### src/rtl/core/two_pkg.sv
// Shared types and constants for the tracking wheel odometry block.
// No dependencies; every other file depends on this package.
package two_pkg;

    typedef struct packed {
        logic signed [15:0] x_count_delta;
        logic signed [15:0] y_count_delta;
        logic [15:0]        heading;
        logic               heading_fresh;
    } two_in_t;

    typedef struct packed {
        logic signed [31:0] position_x;
        logic signed [31:0] position_y;
        logic signed [31:0] step_x;
        logic signed [31:0] step_y;
        logic               applied;
        logic               saturated;
    } two_out_t;

    // Register indexes on the configuration port.
    localparam logic [1:0] REG_X_SCALE  = 2'd0;
    localparam logic [1:0] REG_Y_SCALE  = 2'd1;
    localparam logic [1:0] REG_X_OFFSET = 2'd2;
    localparam logic [1:0] REG_Y_OFFSET = 2'd3;

    // Datapath operations chosen by the controller.
    localparam logic [3:0] OP_NONE   = 4'd0;
    localparam logic [3:0] OP_LOAD   = 4'd1;
    localparam logic [3:0] OP_WHEEL  = 4'd2;
    localparam logic [3:0] OP_RAD    = 4'd3;
    localparam logic [3:0] OP_OFFX   = 4'd4;
    localparam logic [3:0] OP_OFFY   = 4'd5;
    localparam logic [3:0] OP_BODY   = 4'd6;
    localparam logic [3:0] OP_CORDIC = 4'd7;
    localparam logic [3:0] OP_QUAD   = 4'd8;
    localparam logic [3:0] OP_ROT0   = 4'd9;
    localparam logic [3:0] OP_ROT1   = 4'd10;
    localparam logic [3:0] OP_STEP   = 4'd11;
    localparam logic [3:0] OP_ACC    = 4'd12;

    typedef struct packed {
        logic [3:0] op;
        logic [4:0] iter;
    } two_cmd_t;

    localparam int          ATAN_LEN     = 24;
    localparam logic [63:0] TWO_PI_Q29   = 64'd3373259426;
    localparam logic [31:0] GAIN_Q30     = 32'd652032874;

    function automatic logic [31:0] atan_turns(input logic [4:0] i);
        logic [31:0] r;
        begin
            case (i)
                5'd0:  r = 32'h20000000;
                5'd1:  r = 32'h12E4051E;
                5'd2:  r = 32'h09FB385B;
                5'd3:  r = 32'h051111D4;
                5'd4:  r = 32'h028B0D43;
                5'd5:  r = 32'h0145D7E1;
                5'd6:  r = 32'h00A2F61E;
                5'd7:  r = 32'h00517C55;
                5'd8:  r = 32'h0028BE53;
                5'd9:  r = 32'h00145F2F;
                5'd10: r = 32'h000A2F98;
                5'd11: r = 32'h000517CC;
                5'd12: r = 32'h00028BE6;
                5'd13: r = 32'h000145F3;
                5'd14: r = 32'h0000A2F9;
                5'd15: r = 32'h0000517C;
                5'd16: r = 32'h000028BE;
                5'd17: r = 32'h0000145F;
                5'd18: r = 32'h00000A2F;
                5'd19: r = 32'h00000517;
                5'd20: r = 32'h0000028B;
                5'd21: r = 32'h00000145;
                5'd22: r = 32'h000000A2;
                5'd23: r = 32'h00000051;
                default: r = 32'h0;
            endcase
            return r;
        end
    endfunction

endpackage

### src/rtl/core/two_control.sv
// Odometry sequencer: accepts an item, steps the datapath, holds the result.
// Depends on two_pkg; drives two_datapath.
module two_control #(
    parameter int CORDIC_STAGES = 16
) (
    input  logic              clk,
    input  logic              rst_n,
    input  logic              in_valid,
    input  logic              in_fresh,
    output logic              in_stall,
    output logic              out_valid,
    input  logic              out_stall,
    output two_pkg::two_cmd_t cmd
);
    import two_pkg::*;

    localparam int NSTG = (CORDIC_STAGES < ATAN_LEN) ? CORDIC_STAGES : ATAN_LEN;

    localparam logic [3:0] S_IDLE = 4'd0;
    localparam logic [3:0] S_WHEEL = 4'd1;
    localparam logic [3:0] S_RAD = 4'd2;
    localparam logic [3:0] S_OFFX = 4'd3;
    localparam logic [3:0] S_OFFY = 4'd4;
    localparam logic [3:0] S_BODY = 4'd5;
    localparam logic [3:0] S_CORDIC = 4'd6;
    localparam logic [3:0] S_QUAD = 4'd7;
    localparam logic [3:0] S_ROT0 = 4'd8;
    localparam logic [3:0] S_ROT1 = 4'd9;
    localparam logic [3:0] S_STEP = 4'd10;
    localparam logic [3:0] S_ACC = 4'd11;
    localparam logic [3:0] S_OUT = 4'd12;

    logic [3:0] state_reg, state_next;
    logic [4:0] iter_reg, iter_next;

    // Idle takes a new transaction; the result waits in the output state.
    always_comb
    begin
        state_next = state_reg;
        iter_next  = iter_reg;
        cmd.op     = OP_NONE;
        cmd.iter   = iter_reg;
        in_stall   = (state_reg != S_IDLE);
        out_valid  = (state_reg == S_OUT);
        case (state_reg)
            S_IDLE:
                if (in_valid)
                begin
                    cmd.op     = OP_LOAD;
                    state_next = in_fresh ? S_WHEEL : S_OUT;
                end
            S_WHEEL: begin cmd.op = OP_WHEEL; state_next = S_RAD; end
            S_RAD:   begin cmd.op = OP_RAD;   state_next = S_OFFX; end
            S_OFFX:  begin cmd.op = OP_OFFX;  state_next = S_OFFY; end
            S_OFFY:  begin cmd.op = OP_OFFY;  state_next = S_BODY; end
            S_BODY:
            begin
                cmd.op     = OP_BODY;
                iter_next  = '0;
                state_next = S_CORDIC;
            end
            S_CORDIC:
            begin
                cmd.op    = OP_CORDIC;
                iter_next = iter_reg + 5'd1;
                if (iter_reg == 5'(NSTG - 1))
                    state_next = S_QUAD;
            end
            S_QUAD:  begin cmd.op = OP_QUAD; state_next = S_ROT0; end
            S_ROT0:  begin cmd.op = OP_ROT0; state_next = S_ROT1; end
            S_ROT1:  begin cmd.op = OP_ROT1; state_next = S_STEP; end
            S_STEP:  begin cmd.op = OP_STEP; state_next = S_ACC; end
            S_ACC:   begin cmd.op = OP_ACC;  state_next = S_OUT; end
            S_OUT:
                if (!out_stall)
                    state_next = S_IDLE;
            default: state_next = S_IDLE;
        endcase
    end

    always_ff @(posedge clk or negedge rst_n)
    begin
        if (!rst_n)
        begin
            state_reg <= S_IDLE;
            iter_reg  <= '0;
        end
        else
        begin
            state_reg <= state_next;
            iter_reg  <= iter_next;
        end
    end

endmodule

### config.mk
export PLATFORM = sky130hd
export DESIGN_NAME = two_control
export DESIGN_NICKNAME = d
export VERILOG_FILES = /design/src/rtl/core/two_pkg.sv /design/src/rtl/core/two_control.sv
export SDC_FILE = /design/constraint.sdc
export NUM_CORES = 1
export LEC_CHECK = 0
export BUFFER_PORTS_ARGS = -buffer_cell sky130_fd_sc_hd__buf_2
export CAP_MARGIN = 10
export CORE_AREA = 2 2 39 41
export DETAILED_ROUTE_END_ITERATION = 8
export DIE_AREA = 0 0 41 43
export PLACE_DENSITY_LB_ADDON = 0.12
export SYNTH_ARGS = -nofsm -noshare
export SYNTH_HDL_FRONTEND = slang
export SYNTH_SLANG_ARGS = --single-unit
### constraint.sdc
create_clock -name clk -period 4.7 [get_ports clk]
set_clock_uncertainty 0.1 [all_clocks]
set_input_delay 0.235 -clock clk [delete_from_list [all_inputs] [get_ports clk]]
set_output_delay 0.235 -clock clk [all_outputs]
set_load 0.05 [all_outputs]
==> impl_metrics.yaml <==
outcome:
  status: "finished clean"
setup_path:
  cp_slowest_cell: "or4_1"
  cp.arrival_ps: 1760
  cp_top_family: "simple AND/OR/NAND/NOR gates"
  critPathKind: "flop to output pin"
  crit_buf_inv: 1
  path_cells: "or4_1 -> buf_2"
  crit_path_end_kind: "output pin"
  crit_path_start_kind: "flop"
  cp_max_fo: 23
  required_ps: 4370
  max_stage_delay_ps: 640
sta:
  rsz0062_at_grt: "no"
  fin_crit_sh_pct: 44.62
  worstMarginPinSlew_ps: 673.3
  finalSetupViolCount: 0
  fin_setup_tns_ps: 0
  hold_violations: 0
  min_period_ps: 2097
  slew_viol_final: 0
  slew_headroom_pct: 55.11
  max_freq_mhz: 476.9
grt:
  grt_pass1_vias: 520
  grt-ovfl-total: 0
  grt_max_degree: 26
  grt_pass1_wl_um: 2366
  grt_use_total_pct: 19.94
  grt_antenna_before_repair: 0
hold_path:
  min_path_type: "input pin to flop"
clock_network:
  cts_inserted_buffers: 3
  cts_resized: 0
  cts_tree: "done"
  clk_path_buf_depth: 2
  clock-sinks: 9
  clockRootBuffer: "clkbuf_4"
  clk_latency_ps: 260
  clkTransAtPathRegs_ps: 60
  htree_levels: 1
drt:
  drtPass1Iterations: 4
  wl_per_cell_um: 13.37
  drt_wl_total_um: 1404
  drc: 0
  vias: 625
  viasPerCell: 5.952
  drtAntennaViolNets: 0
  drt_iter0_drc: 11
placed_design:
  port_buffers: 15
  place.gp.congestion: 0.6835
  hpwl_um: 973.6
finish:
  drive_above_1_share_pct: 23.60
  antenna_cells: 0
  largest_reg_flops: 5
  final_nets: 97
  area_growth_pct: 14.58
  fillers: 139
logic_synthesis:
  yosysWarnings: 0
  ys_top_cells_by_area: "dfrtp_1 (34%), a22o_1 (3.9%), ha_1 (3.7%)"
  postSynthCellCount: 76
  synthArstFlopShare_pct: 100.0
  synthTopCellsByCount: "dfrtp_1 (9), nand2_1 (5), a21oi_1 (4), o21ai_0 (4)"
  synth_flop_cell: "dfrtp_1"
  synth.distinct_cells: 37
  yosysSeqAreaShare_pct: 33.64
  synth.most_common_cell: "dfrtp_1"
  ys_ff_latch: 9
  synth_top_area_share_pct: 33.64
  syn_area_um2: 669.4
  avgSynthCellArea_um2: 8.808
  synth_area_leader_cell: "dfrtp_1"
  syn_nets: 83
  synth_edf_count: 0
flow_run:
  drv_cap: 0
floorplanning:
  coreArea_um2: 1384
  start_util_pct: 48.37
  ioPinCount: 16
  die_w_um: 41
  die_area_um2: 1763
  die_h_um: 43
  rows: 14
[final timing paths]
check | start | to | slack [ps] | depth (start not counted)
max in group asynchronous | rst_n | state_reg[0] | 4060 | 2
setup / recovery | state_reg[1] | in_stall | 2600 | 2
setup reg to reg | iter_reg[0] | state_reg[2] | 2740 | 6
hold reg to reg | iter_reg[4] | iter_reg[4] | 460 | 1
hold / removal | out_stall | state_reg[3] | 100 | 2
min in group asynchronous | rst_n | state_reg[2] | 250 | 2
[cell families after synthesis]
logic type | count (synthesis) | synth area share, %
xor gates and xnor gates | 1 | 1.309
buffers and inverters | 10 | 6.728
AOI/OAI and AO/OA | 25 | 26.36
adders and majority gates | 2 | 3.738
and+or+nand+nor | 29 | 28.23
DFF | 9 | 33.65
[through the flow]
| stage | utilization [%] | instances | hold slack [ps] | setup slack (ps) | cell area [um^2] |
|---|---|---|---|---|---|
| floorplan | - | 76 | -160.6 | 2410 | 669.4 |
| global placement | 52.80 | 100 | -0.6330 | 2773 | 730.7 |
| detailed placement | 52.80 | 100 | 0.8065 | 2741 | 730.7 |
| CTS | 55.43 | 105 | 94.27 | 2598 | 767.0 |
| global route | 55.43 | 105 | 108.7 | 2504 | 767.0 |
| finish | 55.43 | 105 | 98.18 | 2603 | 767.0 |
[what timing repair did]
action                                 in CTS  in global routing
hold buffers                                1                  0
endpoints found under the hold margin       9                  0
setup buffers                               0                  0
[layout make-up]
class / instances / area (um^2) / share of cell area (%)
sequential: 9 / 225.2 / 29.36
clock buffer: 4 / 26.28 / 3.426
tap: 16 / 20.02 / 2.610
timing repair buffer: 16 / 85.08 / 11.09
multi-input combinational: 57 / 399.1 / 52.04
inverter: 3 / 11.26 / 1.468
[worst register-to-register path: stages (launching register included)]
cell,delay (ps)
dfrtp_1,420
ha_1,240
and3_1,190
ha_1,190
or4bb_1,490
o211ai_2,100
o32ai_1,100
[cells in the final DEF, fill, tap and decap left out, drive strengths merged, types with 2 or more instances in the layout]
master,n
a211oi,3
a21o,2
a21oi,4
a22o,3
and3b,2
buf,15
clkbuf,4
dfrtp,9
ha,2
inv,3
nand2,5
nand2b,3
nor2,3
nor2b,3
nor4,3
o211ai,3
o21ai,4
[routing by layer]
| metal | part of all wire, % | track usage, % |
|---|---|---|
| met5 | 0 | 0 |
| met4 | 1.6 | 12.00 |
| met3 | 4.1 | 3.141 |
| met2 | 48 | 29.38 |
| met1 | 46 | 26.07 |
Power is not shown: default switching activity piles up to over one toggle a cycle in this logic, so the estimate is an artifact.
